==> config.mk <==
export PLATFORM = sky130hd
export DESIGN_NAME = hsv_to_rgb_converter_top
export DESIGN_NICKNAME = d
export VERILOG_FILES = /design/src/sv/hsv2rgb_pkg.sv /design/src/sv/hsv2rgb_front.sv /design/src/sv/hsv2rgb_cdiv.sv /design/src/sv/hsv2rgb_back.sv /design/src/sv/hsv_to_rgb_converter_top.sv
export SDC_FILE = /design/constraint.sdc
export NUM_CORES = 2
export LEC_CHECK = 0
export BUFFER_PORTS_ARGS = -buffer_cell sky130_fd_sc_hd__buf_2
export CAP_MARGIN = 0
export CORE_MARGIN = 1
export CORE_UTILIZATION = 52
export CTS_CLUSTER_DIAMETER = 200
export CTS_CLUSTER_SIZE = 24
export DETAILED_ROUTE_END_ITERATION = 8
export PLACE_DENSITY = 0.73
export RECOVER_POWER = 25
export SYNTH_ARGS = -nofsm -noshare
export SYNTH_HDL_FRONTEND = slang
export SYNTH_SLANG_ARGS = --single-unit
==> constraint.sdc <==
create_clock -name clk_i -period 11.9 [get_ports clk_i]
set_input_delay 1.19 -clock clk_i [delete_from_list [all_inputs] [get_ports clk_i]]
set_output_delay 1.19 -clock clk_i [all_outputs]
set_load 0.02 [all_outputs]
==> src/sv/hsv2rgb_pkg.sv <==
// ----------------------------------------------------------------------------
// HSV to RGB converter package
// Shared widths, arithmetic constants, sector codes and inter-stage types.
// ----------------------------------------------------------------------------
package hsv2rgb_pkg;

  // Field widths on the stream ports.
  localparam int HUE_W    = 9;
  localparam int PCT_W    = 7;
  localparam int CH_W     = 8;
  localparam int TDATA_W  = 24;

  // Internal datapath widths, sized for clamped percentages.
  localparam int DIST_W       = 6;   // distance from hue 60, 180 or 300, 0..60
  localparam int BASE_W       = 15;  // v*255 up to 25500
  localparam int K_W          = 13;  // s*(60-d) + (100-s)*60 up to 6000
  localparam int SMALL_PROD_W = 22;  // base*(100-s) up to 2550000
  localparam int MID_PROD_W   = 28;  // base*k up to 153000000

  // Arithmetic constants.
  localparam int FULL_PCT   = 100;
  localparam int SECTOR_DEG = 60;
  localparam int HUE_LIMIT  = 360;
  localparam int DIV_BIG    = 100;
  localparam int DIV_SMALL  = 10000;
  localparam int DIV_MID    = 600000;

  // Sixty-degree hue sectors, named after the colors at their edges.
  typedef enum logic [2:0] {
    SECT_RED_YELLOW    = 3'd0,
    SECT_YELLOW_GREEN  = 3'd1,
    SECT_GREEN_CYAN    = 3'd2,
    SECT_CYAN_BLUE     = 3'd3,
    SECT_BLUE_MAGENTA  = 3'd4,
    SECT_MAGENTA_RED   = 3'd5
  } sector_e;

  // Front end result handed to the multiply and divide back end.
  typedef struct packed {
    logic [BASE_W-1:0] base;
    logic [PCT_W-1:0]  comp_sat;
    logic [K_W-1:0]    k;
    sector_e           sector;
    logic              black;
  } front_t;

  // Stage control handed to each constant divider.
  typedef struct packed {
    logic load;
    logic valid;
  } stage_ctl_t;

endpackage

==> src/sv/hsv2rgb_front.sv <==
// ----------------------------------------------------------------------------
// HSV to RGB front end
// Two pipeline stages: clamping and sector decode, then the v*255 base and
// the weight k that sets the middle channel.
// ----------------------------------------------------------------------------
module hsv2rgb_front (
  input  logic                  clk_i,
  input  logic                  rst_ni,
  input  logic                  in_valid_i,
  output logic                  in_ready_o,
  input  logic [hsv2rgb_pkg::HUE_W-1:0] hue_i,
  input  logic [hsv2rgb_pkg::PCT_W-1:0] saturation_i,
  input  logic [hsv2rgb_pkg::PCT_W-1:0] brightness_i,
  output logic                  out_valid_o,
  input  logic                  out_ready_i,
  output hsv2rgb_pkg::front_t   out_o
);

  localparam int HW = hsv2rgb_pkg::HUE_W;
  localparam int PW = hsv2rgb_pkg::PCT_W;
  localparam int DW = hsv2rgb_pkg::DIST_W;
  localparam int BW = hsv2rgb_pkg::BASE_W;
  localparam int KW = hsv2rgb_pkg::K_W;
  localparam int DEG = hsv2rgb_pkg::SECTOR_DEG;

  localparam logic [HW-1:0] HUE_60  = HW'(DEG);
  localparam logic [HW-1:0] HUE_120 = HW'(2 * DEG);
  localparam logic [HW-1:0] HUE_180 = HW'(3 * DEG);
  localparam logic [HW-1:0] HUE_240 = HW'(4 * DEG);
  localparam logic [HW-1:0] HUE_300 = HW'(5 * DEG);
  localparam logic [HW-1:0] HUE_END = HW'(hsv2rgb_pkg::HUE_LIMIT);
  localparam logic [PW-1:0] PCT_MAX = PW'(hsv2rgb_pkg::FULL_PCT);

  // Stage handshake: a stage loads when it is empty or its content moves on.
  logic v1_q, v2_q;
  logic en1, en2;

  assign en2        = !v2_q || out_ready_i;
  assign en1        = !v1_q || en2;
  assign in_ready_o = en1;
  assign out_valid_o = v2_q;

  always_ff @(posedge clk_i or negedge rst_ni) begin
    if (!rst_ni) begin
      v1_q <= 1'b0;
      v2_q <= 1'b0;
    end else begin
      if (en1) begin
        v1_q <= in_valid_i;
      end
      if (en2) begin
        v2_q <= v1_q;
      end
    end
  end

  // Stage 1: clamp percentages, find the sector and the distance d from hue 60, 180 or 300.
  logic [PW-1:0]        sat_d, val_d;
  logic [HW-1:0]        hue_mod;
  logic [HW-1:0]        dist_wide;
  hsv2rgb_pkg::sector_e sector_d;
  logic                 black_d;

  always_comb begin
    sat_d   = (saturation_i > PCT_MAX) ? PCT_MAX : saturation_i;
    val_d   = (brightness_i > PCT_MAX) ? PCT_MAX : brightness_i;
    black_d = (hue_i >= HUE_END);

    if (hue_i >= HUE_240) begin
      hue_mod = hue_i - HUE_240;
    end else if (hue_i >= HUE_120) begin
      hue_mod = hue_i - HUE_120;
    end else begin
      hue_mod = hue_i;
    end
    dist_wide = (hue_mod >= HUE_60) ? (hue_mod - HUE_60) : (HUE_60 - hue_mod);

    if (hue_i < HUE_60) begin
      sector_d = hsv2rgb_pkg::SECT_RED_YELLOW;
    end else if (hue_i < HUE_120) begin
      sector_d = hsv2rgb_pkg::SECT_YELLOW_GREEN;
    end else if (hue_i < HUE_180) begin
      sector_d = hsv2rgb_pkg::SECT_GREEN_CYAN;
    end else if (hue_i < HUE_240) begin
      sector_d = hsv2rgb_pkg::SECT_CYAN_BLUE;
    end else if (hue_i < HUE_300) begin
      sector_d = hsv2rgb_pkg::SECT_BLUE_MAGENTA;
    end else begin
      sector_d = hsv2rgb_pkg::SECT_MAGENTA_RED;
    end
  end

  logic [PW-1:0]        sat_q, val_q;
  logic [DW-1:0]        dist_q;
  hsv2rgb_pkg::sector_e sector1_q;
  logic                 black1_q;

  // A hue out of range takes distance zero so every level stays within 8 bits.
  always_ff @(posedge clk_i) begin
    if (en1) begin
      sat_q     <= sat_d;
      val_q     <= val_d;
      dist_q    <= black_d ? '0 : dist_wide[DW-1:0];
      sector1_q <= sector_d;
      black1_q  <= black_d;
    end
  end

  // Stage 2: base = v*255 by shift and subtract, and k = s*(60-d) + (100-s)*60.
  logic [BW-1:0] base_d;
  logic [PW-1:0] comp_sat_d;
  logic [DW-1:0] rise;
  logic [KW-1:0] k_d;

  always_comb begin
    base_d     = {val_q, 8'b0} - BW'(val_q);
    comp_sat_d = PCT_MAX - sat_q;
    rise       = DW'(DEG) - dist_q;
    k_d        = KW'(sat_q) * KW'(rise) + KW'(comp_sat_d) * KW'(DEG);
  end

  hsv2rgb_pkg::front_t out_q;

  always_ff @(posedge clk_i) begin
    if (en2) begin
      out_q.base     <= base_d;
      out_q.comp_sat <= comp_sat_d;
      out_q.k        <= k_d;
      out_q.sector   <= sector1_q;
      out_q.black    <= black1_q;
    end
  end

  assign out_o = out_q;

endmodule

==> src/sv/hsv2rgb_cdiv.sv <==
// ----------------------------------------------------------------------------
// Constant divider
// Registers a reciprocal estimate of x / DIVISOR and corrects it by one
// compare and subtract on the way out.
// ----------------------------------------------------------------------------
module hsv2rgb_cdiv #(
  parameter int XW      = hsv2rgb_pkg::MID_PROD_W,
  parameter int DIVISOR = hsv2rgb_pkg::DIV_MID
) (
  input  logic                          clk_i,
  input  logic                          rst_ni,
  input  hsv2rgb_pkg::stage_ctl_t       ctl_i,
  input  logic [XW-1:0]                 x_i,
  output logic [hsv2rgb_pkg::CH_W-1:0]  q_o
);

  localparam int QW    = hsv2rgb_pkg::CH_W;
  // With x below 2^XW, floor(x * floor(2^XW / D) / 2^XW) is at most one short.
  localparam int RECIP = (1 << XW) / DIVISOR;
  localparam int RW    = $clog2(RECIP + 1);
  localparam int PW    = XW + RW;

  // Estimate stage.
  logic [PW-1:0] prod;
  logic [XW-1:0] x_q;
  logic [QW-1:0] q0_q;

  assign prod = PW'(x_i) * PW'(RECIP);

  always_ff @(posedge clk_i) begin
    if (ctl_i.load) begin
      x_q  <= x_i;
      q0_q <= prod[XW +: QW];
    end
  end

  // Correction: bump the quotient when the remainder reaches the divisor.
  logic [XW-1:0] rem;

  assign rem = x_q - XW'(q0_q) * XW'(DIVISOR);
  assign q_o = (rem >= XW'(DIVISOR)) ? (q0_q + QW'(1)) : q0_q;

  // The estimate must never be more than one below the true quotient.
  a_rem_in_range: assert property (@(posedge clk_i) disable iff (!rst_ni)
    ctl_i.valid |-> (rem < XW'(2 * DIVISOR)))
    else $error("constant divider estimate is off by more than one");

endmodule

==> src/sv/hsv2rgb_back.sv <==
// ----------------------------------------------------------------------------
// HSV to RGB back end
// Three pipeline stages: the two products, the divisions by constants, and
// the routing of the three levels to red, green and blue.
// ----------------------------------------------------------------------------
module hsv2rgb_back (
  input  logic                         clk_i,
  input  logic                         rst_ni,
  input  logic                         in_valid_i,
  output logic                         in_ready_o,
  input  hsv2rgb_pkg::front_t          in_i,
  output logic                         out_valid_o,
  input  logic                         out_ready_i,
  output logic [hsv2rgb_pkg::CH_W-1:0] red_o,
  output logic [hsv2rgb_pkg::CH_W-1:0] green_o,
  output logic [hsv2rgb_pkg::CH_W-1:0] blue_o
);

  localparam int CW  = hsv2rgb_pkg::CH_W;
  localparam int BW  = hsv2rgb_pkg::BASE_W;
  localparam int SPW = hsv2rgb_pkg::SMALL_PROD_W;
  localparam int MPW = hsv2rgb_pkg::MID_PROD_W;

  // Stage handshake.
  logic v3_q, v4_q, v5_q;
  logic en3, en4, en5;

  assign en5         = !v5_q || out_ready_i;
  assign en4         = !v4_q || en5;
  assign en3         = !v3_q || en4;
  assign in_ready_o  = en3;
  assign out_valid_o = v5_q;

  always_ff @(posedge clk_i or negedge rst_ni) begin
    if (!rst_ni) begin
      v3_q <= 1'b0;
      v4_q <= 1'b0;
      v5_q <= 1'b0;
    end else begin
      if (en3) begin
        v3_q <= in_valid_i;
      end
      if (en4) begin
        v4_q <= v3_q;
      end
      if (en5) begin
        v5_q <= v4_q;
      end
    end
  end

  // Stage 3: numerators of the low level and the middle level.
  logic [BW-1:0]        base_q;
  logic [SPW-1:0]       small_num_q;
  logic [MPW-1:0]       mid_num_q;
  hsv2rgb_pkg::sector_e sector3_q;
  logic                 black3_q;

  always_ff @(posedge clk_i) begin
    if (en3) begin
      base_q      <= in_i.base;
      small_num_q <= SPW'(in_i.base) * SPW'(in_i.comp_sat);
      mid_num_q   <= MPW'(in_i.base) * MPW'(in_i.k);
      sector3_q   <= in_i.sector;
      black3_q    <= in_i.black;
    end
  end

  // Stage 4: divisions by constants, estimate registered inside each divider.
  hsv2rgb_pkg::stage_ctl_t div_ctl;
  logic [CW-1:0]           big_lvl, small_lvl, mid_lvl;
  hsv2rgb_pkg::sector_e    sector4_q;
  logic                    black4_q;

  assign div_ctl.load  = en4;
  assign div_ctl.valid = v4_q;

  hsv2rgb_cdiv #(
    .XW      (BW),
    .DIVISOR (hsv2rgb_pkg::DIV_BIG)
  ) u_div_big (
    .clk_i  (clk_i),
    .rst_ni (rst_ni),
    .ctl_i  (div_ctl),
    .x_i    (base_q),
    .q_o    (big_lvl)
  );

  hsv2rgb_cdiv #(
    .XW      (SPW),
    .DIVISOR (hsv2rgb_pkg::DIV_SMALL)
  ) u_div_small (
    .clk_i  (clk_i),
    .rst_ni (rst_ni),
    .ctl_i  (div_ctl),
    .x_i    (small_num_q),
    .q_o    (small_lvl)
  );

  hsv2rgb_cdiv #(
    .XW      (MPW),
    .DIVISOR (hsv2rgb_pkg::DIV_MID)
  ) u_div_mid (
    .clk_i  (clk_i),
    .rst_ni (rst_ni),
    .ctl_i  (div_ctl),
    .x_i    (mid_num_q),
    .q_o    (mid_lvl)
  );

  always_ff @(posedge clk_i) begin
    if (en4) begin
      sector4_q <= sector3_q;
      black4_q  <= black3_q;
    end
  end

  // Stage 5: route the levels by sector; an out-of-range hue gives black.
  logic [CW-1:0] red_d, green_d, blue_d;
  logic [CW-1:0] red_q, green_q, blue_q;

  always_comb begin
    unique case (sector4_q)
      hsv2rgb_pkg::SECT_RED_YELLOW: begin
        red_d = big_lvl;   green_d = mid_lvl;   blue_d = small_lvl;
      end
      hsv2rgb_pkg::SECT_YELLOW_GREEN: begin
        red_d = mid_lvl;   green_d = big_lvl;   blue_d = small_lvl;
      end
      hsv2rgb_pkg::SECT_GREEN_CYAN: begin
        red_d = small_lvl; green_d = big_lvl;   blue_d = mid_lvl;
      end
      hsv2rgb_pkg::SECT_CYAN_BLUE: begin
        red_d = small_lvl; green_d = mid_lvl;   blue_d = big_lvl;
      end
      hsv2rgb_pkg::SECT_BLUE_MAGENTA: begin
        red_d = mid_lvl;   green_d = small_lvl; blue_d = big_lvl;
      end
      default: begin
        red_d = big_lvl;   green_d = small_lvl; blue_d = mid_lvl;
      end
    endcase
    if (black4_q) begin
      red_d   = '0;
      green_d = '0;
      blue_d  = '0;
    end
  end

  always_ff @(posedge clk_i) begin
    if (en5) begin
      red_q   <= red_d;
      green_q <= green_d;
      blue_q  <= blue_d;
    end
  end

  assign red_o   = red_q;
  assign green_o = green_q;
  assign blue_o  = blue_q;

  // The three levels are ordered: low <= middle <= high.
  a_level_order: assert property (@(posedge clk_i) disable iff (!rst_ni)
    v4_q |-> (big_lvl >= mid_lvl && mid_lvl >= small_lvl))
    else $error("channel levels out of order");

  // A hue out of range reaches the output as black.
  a_black_out: assert property (@(posedge clk_i) disable iff (!rst_ni)
    (v4_q && en5 && black4_q) |=> (red_q == '0 && green_q == '0 && blue_q == '0))
    else $error("out-of-range hue did not give black");

endmodule

==> src/sv/hsv_to_rgb_converter_top.sv <==
// ----------------------------------------------------------------------------
// HSV to RGB converter
// Converts a stream of HSV pixels into 8-bit red, green and blue.
// ----------------------------------------------------------------------------
// Usage:
//   An item enters on the s_axis channel as hue in degrees with saturation
//   and value in percent, and leaves on the m_axis channel as one RGB pixel.
//   An item moves when tvalid and tready are both high at a rising edge.
//   Saturation and value above 100 count as 100; a hue of 360 or more
//   gives black.
//   The pipeline has five register stages (decode, base and weight,
//   products, reciprocal estimate, correction and channel routing); an
//   item is presented on m_axis_tvalid_o once it reaches the last one.
//   While m_axis_tready_i is high, one item is taken in every cycle.
//   Each stage carries its own valid bit and loads whenever it is empty or
//   its content moves on, so bubbles close up and a stall loses and repeats
//   no item. While the receiver holds m_axis_tready_i low, up to five items
//   are held and s_axis_tready_o drops only once every stage is full.
//   Reset clears all valid bits, so the block accepts items as soon as
//   reset is released.
// ----------------------------------------------------------------------------
module hsv_to_rgb_converter_top (
  input  logic                            clk_i,
  input  logic                            rst_ni,
  input  logic                            s_axis_tvalid_i,
  output logic                            s_axis_tready_o,
  // [8:0] hue, [15:9] saturation, [22:16] brightness, [23] zero
  input  logic [hsv2rgb_pkg::TDATA_W-1:0] s_axis_tdata_i,
  output logic                            m_axis_tvalid_o,
  input  logic                            m_axis_tready_i,
  // [7:0] red, [15:8] green, [23:16] blue
  output logic [hsv2rgb_pkg::TDATA_W-1:0] m_axis_tdata_o
);

  localparam int HW = hsv2rgb_pkg::HUE_W;
  localparam int PW = hsv2rgb_pkg::PCT_W;
  localparam int CW = hsv2rgb_pkg::CH_W;

  logic                 front_valid, front_ready;
  hsv2rgb_pkg::front_t  front_data;
  logic [CW-1:0]        red, green, blue;

  // Clamping, sector decode, base and weight.
  hsv2rgb_front u_front (
    .clk_i        (clk_i),
    .rst_ni       (rst_ni),
    .in_valid_i   (s_axis_tvalid_i),
    .in_ready_o   (s_axis_tready_o),
    .hue_i        (s_axis_tdata_i[HW-1:0]),
    .saturation_i (s_axis_tdata_i[HW +: PW]),
    .brightness_i (s_axis_tdata_i[HW + PW +: PW]),
    .out_valid_o  (front_valid),
    .out_ready_i  (front_ready),
    .out_o        (front_data)
  );

  // Products, constant divisions and channel routing.
  hsv2rgb_back u_back (
    .clk_i       (clk_i),
    .rst_ni      (rst_ni),
    .in_valid_i  (front_valid),
    .in_ready_o  (front_ready),
    .in_i        (front_data),
    .out_valid_o (m_axis_tvalid_o),
    .out_ready_i (m_axis_tready_i),
    .red_o       (red),
    .green_o     (green),
    .blue_o      (blue)
  );

  assign m_axis_tdata_o = {blue, green, red};

endmodule
**Word-level counts from Yosys, hierarchy flattened**

Index checks and enable logic that the tools add are counted.

- Logic and storage cells: 107
- Input bits: 28
- Bits in registers: 254

- $add $sub $neg: 14
- Equality and inequality tests: 4
- Reduce and logical (&&, ||, !) cells: 19
- Magnitude comparators: 14
- Multiplexer cells: 13
- $mul: 10

Operator list:

| operator | number |
|---|---|
| $pmux 8 s2 | 3 |
| $mul 28x9->36 const B | 1 |
| $mul 22x9->30 const B | 1 |
| $ge 28x20->1 const B | 1 |
| $mul 15x13->28 | 1 |
| $sub 28x28->28 | 1 |
| $add 8x1->8 const B | 3 |
| $mux 8 | 3 |
| $mul 15x9->23 const B | 1 |
| $ge 22x14->1 const B | 1 |
| $mul 15x7->22 | 1 |
| $mul 8x14->22 const B | 1 |
| $sub 22x22->22 | 1 |
| $lt 9x8->1 const B | 2 |
| $mul 8x10->18 const B | 1 |
| $mux 9 | 2 |
| $ge 15x7->1 const B | 1 |
| $sub 15x15->15 | 1 |
| $sub 15x7->15 | 1 |
| $gt 7x7->1 const B | 2 |
| $reduce_or 2->1 | 7 |
| $add 13x13->13 | 1 |
| $mul 7x6->13 | 1 |
| $mul 8x5->13 const B | 1 |
| 23 further kinds | 35 |

**Depth between registers and ports, before layout**

- Depth after elaboration: 6
- Gate-level depth with buffers: 32
- Mapped depth without buffers: 32

**By module**

A second synthesis with hierarchy kept.

- Cell total of the unflattened synthesis: 3846
- Area, all modules: 37753.7 um^2

Modules (own cells, without submodules):

| module | cells an instance | area each (um^2) | sequential area each (um^2) | instances |
|---|---|---|---|---|
| hsv2rgb_back | 1435 | 13580.5 | 2987.9 | 1 |
| hsv2rgb_cdiv at u_back.u_div_mid | 888 | 8713.4 | 900.9 | 1 |
| hsv2rgb_cdiv at u_back.u_div_small | 607 | 5885.6 | 780.7 | 1 |
| hsv2rgb_front | 496 | 5265.0 | 1941.9 | 1 |
| hsv2rgb_cdiv at u_back.u_div_big | 420 | 4309.1 | 630.6 | 1 |

**Worst setup path after synthesis**

Ideal clock, no wire load.

- Kind: register -> register
- Start point: register u_back.u_div_mid.q0_q[2]
- End point: register u_back.blue_q[6] (netlist: u_back.blue_o[6]), data pin
- Setup time: 140 ps
- Stages on the path, launching flop included: 29
- Required time: 11760 ps
- Setup slack: 5081 ps
- Clock period less this slack: 6819 ps
- Path buffers: 0
- Data arrival time: 6678 ps
- Cell sequence: edfxtp_1 -> fa_1 -> ha_1 -> inv_1 -> fa_1 -> fa_1 -> inv_1 -> ha_1 -> inv_1 -> o21bai_1 -> a21oi_1 -> o21bai_1 -> a21o_1 -> a21oi_1 -> o21ai_0 -> o41a_1 -> a21o_1 -> a21oi_1 -> xor2_1 -> ha_1 -> nand2_1 -> nor2_1 -> a211oi_1 -> o31a_4 -> xor3_2 -> a211o_2 -> xnor2_1 -> a221o_1 -> a21oi_2

- Cells in the longest elaborated chain, start to end: 5
- Elaborated cells on any way between the ends: 6
- Those cells by class: add/sub (2); mul (1); order compare (1); mux (2)

RTL lines:

| element | RTL line | text |
|---|---|---|
| start, declared | hsv2rgb_cdiv.sv:26 | `logic [QW-1:0] q0_q;` |
| start signal, assigned | hsv2rgb_cdiv.sv:33 | `q0_q <= prod[XW +: QW];` |
| $mul 8x14->22 | hsv2rgb_cdiv.sv:40 | `assign rem = x_q - XW'(q0_q) * XW'(DIVISOR);` |
| $sub 28x28->28 | hsv2rgb_cdiv.sv:40 |  |
| $ge 28x20->1 | hsv2rgb_cdiv.sv:41 | `assign q_o = (rem >= XW'(DIVISOR)) ? (q0_q + QW'(1)) : q0_q;` |
| $mux 8 * | hsv2rgb_cdiv.sv:41 |  |
| $pmux 8 s2 * | hsv2rgb_back.sv:123 | `unique case (sector4_q)` |
| end signal, assigned | hsv2rgb_back.sv:154 | `blue_q <= blue_d;` |
| end, declared | hsv2rgb_back.sv:120 | `logic [CW-1:0] red_q, green_q, blue_q;` |

Every way passes the cells marked *; elsewhere a longest branch is shown, timed or not.
A chain may end at the register's enable or synchronous reset.

**Final worst setup path**

- Start point: register u_back.u_div_mid.q0_q[0]
- End point: register u_back.blue_q[4] (netlist: u_back.blue_o[4]), data pin

Same word-level chain as after synthesis.

==> metrics.md <==
| Metric | Value |
|---|---|
| Row cnt | `95` |
| Post-synthesis cell area | `approximately 0.036 mm^2` |
| Worst Path Required | `12.24 ns` |
| Nets | `between 4,000 and 5,000` |
| Share of the synthesized area in the top cell type | `about 28%` |
| Highest clock rate | `~130 MHz` |
| CTS Sinks | `roughly 240` |
| Flip-flop and latch count after synthesis | `around 240` |
| Core area | `~0.068 mm^2` |
| Cell family with most CP delay | `compound AO/OA/AOI/OAI gates` |
| Final Non-Filler Cells | `4,456` |
| CTS tree | `done` |
| DR vias/cell | `~5.4` |
| Clock-pin slew on the worst setup and hold paths | `0.10 ns` |
| H-tree Lvls | `1` |
| Longest Clk Path Bufs | `3` |
| Die ar. | `approximately 0.07 mm^2` |
| Worst-Margin Slew | `1.45 ns` |
| Crit-path max FO | `7` |
| Hold WC Path Type | `reg2reg` |
| Count of flip-flops with a built-in enable after synthesis | `around 240` |
| Initial antenna violation count | `0` |
| Share of layout cells above drive strength 1 | `2.79%` |
| Area grow syn2layout | `4.42%` |
| Synth Area per Inst | `between 10 and 15 um^2` |
| Dpl cells | `roughly 4,400` |
| Post-CTS sizing | `0` |
| Ant. Diodes | `0` |
| DRT Pass-1 Iters | `5` |
| Initial Util | `between 50% and 60%` |
| Hold Buf Count CTS | `0` |
| Vias in the first global route | `25,000` |
| Mapped Cells | `between 3,000 and 4,000` |
| Fin. max-slew vios | `0` |
| Chip height | `around 260 um` |
| First-pass GRT wire length | `~120,000 um` |
| DRC Markers | `0` |
| Crit Path Category | `reg2reg` |
| Number of buffers added for setup after CTS | `0` |
| WL/cell | `~16 um` |
| Top cell by count, worst path | `a21oi_1` |
| Worst rel slew slack | `under 10%` |
| Run status | `complete, no violations` |
| Critical Path Start Type | `flip-flop` |
| Register area | `roughly 0.0072 mm^2` |
| # setup viols final | `0` |
| Pin count of the biggest net entering global routing | `71` |
| Setup TNS | `0 ns` |
| Via Count | `24,000` |
| Async set-or-reset flop fraction in the synthesized netlist | `between 2 and 2.5%` |
| Routability-driven placement congestion ratio | `0.875` |
| Multi-input gate area | `about 0.026 mm^2` |
| Total global-route track usage | `21.7%` |
| Synth Net Count | `about 4,700` |
| Fillers | `5,826` |
| Crit-path slowest cell | `edfxtp_1` |
| Clk Latency, worst-skew pair | `approximately 0.53 ns` |
| Fin crit share | `between 60% and 70%` |
| Post-synth cell types | `between 70 and 80` |
| Min Tclk post-route | `between 7 and 8 ns` |
| Final Cell Area | `between 0.03 and 0.04 mm^2` |
| IO Pins | `between 50 and 60` |
| Sequential share of the synthesized area | `between 20% and 30%` |
| Final-report hold violation count | `0` |
| CTS Root Cell | `clkbuf_16` |
| Post-layout util | `between 50% and 60%` |
| Area contributors post-synth | `fa_1, edfxtp_1, ha_1` |
| Critical Path AT | `7.92 ns` |
| Post-synth top area cell | `fa_1` |
| Max stage delay on crit path | `0.60 ns` |
| GR Overflow Total | `0` |
| Yosys warns | `0` |
| Clock Skew | `between 0.05 and 0.06 ns` |
| WP buf/inv | `4` |
| Num CTS Buffers | `14` |
| Detailed placement HPWL | `between 50,000 and 60,000 um` |
| WL final | `approximately 70,000 um` |
| RSZ-0062 raised after global routing | `false` |
| Port buffer count | `52` |
| Worst Setup End Kind | `flip-flop` |
| Post-Place Cell Area | `~0.037 mm^2` |
| DRT iter0 DRCs | `1,336` |
| Routed Antenna Nets | `0` |
| Die width | `approximately 260 um` |
| Max cap viols | `0` |
| Synth Flop Type | `edfxtp_1` |
[sequential cells by signal (all words and copies together), names as in the netlist, 13 cells and up]
| signal | cells |
|---|---|
| u_back.u_div_mid.x_q | 22 |
| u_back.mid_num_q | 28 |
| u_back.u_div_big.x_q | 13 |
| u_front.out_o | 39 |
| u_back.small_num_q | 22 |
| u_back.u_div_small.x_q | 18 |
| u_back.base_q | 15 |
[per-stage QoR]
stage	worst slack, ns	hold WS [ns]
5_1_grt	3.81	0.451
4_1_cts	4.32	0.438
6_report	4.32	0.435
3_3_place_gp	4.45	0.406
3_5_place_dp	4.37	0.416
2_1_floorplan	5.08	0.400
[cell usage in the layout (no fill, tap or decap), drive strengths merged, types with 49 or more instances in the layout]
| cell | Yosys | routed |
|---|---|---|
| xnor2 | 127 | 127 |
| ha | 567 | 567 |
| o21ai | 95 | 95 |
| and2 | 128 | 128 |
| nor2 | 112 | 112 |
| edfxtp | 237 | 237 |
| buf | 2 | 50 |
| fa | 496 | 496 |
| nand2 | 309 | 309 |
| inv | 768 | 768 |
| a21o | 49 | 49 |
| a21oi | 138 | 138 |
| xor2 | 61 | 61 |
[worst register-to-register path: cells and delay by family (launching register included)]
kind	cells	cell delay (ns)
fa+ha+maj	5	1.97
simple gates	3	0.87
xor+xnor	2	0.57
compound gates	16	2.99
flops	1	0.60
buf+inv	4	0.40
[worst paths after layout]
check,startpoint,endpoint,slack [ns],cells after the start
worst min-delay path,u_front.black1_q$_DFFE_PP_,u_front.out_o[0]$_DFFE_PP_,0.44,0
worst max-delay path,u_back.u_div_mid.q0_q[0]$_DFFE_PP_,u_back.blue_o[4]$_SDFFCE_PP0P_,4.32,30
worst max register to register,u_back.u_div_mid.q0_q[0]$_DFFE_PP_,u_back.blue_o[4]$_SDFFCE_PP0P_,4.32,30
min in group asynchronous,rst_ni,u_back.out_valid_o$_DFFE_PN0P_,0.55,1
max in group asynchronous,rst_ni,u_front.v1_q$_DFFE_PN0P_,11.02,1
worst min register to register,u_front.black1_q$_DFFE_PP_,u_front.out_o[0]$_DFFE_PP_,0.44,0
[cells in the mapped netlist (25+ instances only)]
cell and n:
clkbuf_1 70, fa_1 496, nor2_1 112, a21oi_1 137
o21bai_1 25, nand3_1 29, nor2b_1 25, nand2b_1 26
a21o_1 49, xor2_1 61, inv_1 768, ha_1 567
nor3_1 37, o21ai_0 92, edfxtp_1 237, nand2_1 309
xnor2_1 127, and2_1 127
[layer usage]
metal / global-route usage (%) / vias up / wire length, um / share of wire (%)
met5: 0 / - / 0 / 0
met3: 2.83 / 76 / 3950 / 5.5
met2: 36.6 / 592 / 33600 / 47
met4: 4.31 / 0 / 1450 / 2.0
met1: 30.1 / 11800 / 32900 / 46
li1: - / 11600 / - / -
[area by class of cell]
class,count,area share [%]
clock inverter,1,0.0801
sequential,242,19.3
timing repair buffer,66,0.848
clock buffer,23,1.08
inverter,769,7.70
multi-input combinational,2482,68.1
tap,873,2.91
[cells by family after synthesis]
logic type | Yosys count | synth area share (%)
flops | 242 | 20.2
mux | 12 | 0.342
fa+ha+maj | 1063 | 47.4
compound gates | 473 | 8.61
xor+xnor | 191 | 4.78
buf+inv | 841 | 8.79
simple gates | 743 | 9.89
Power is not shown: default switching activity piles up to over one toggle a cycle in this logic, so the estimate is an artifact.
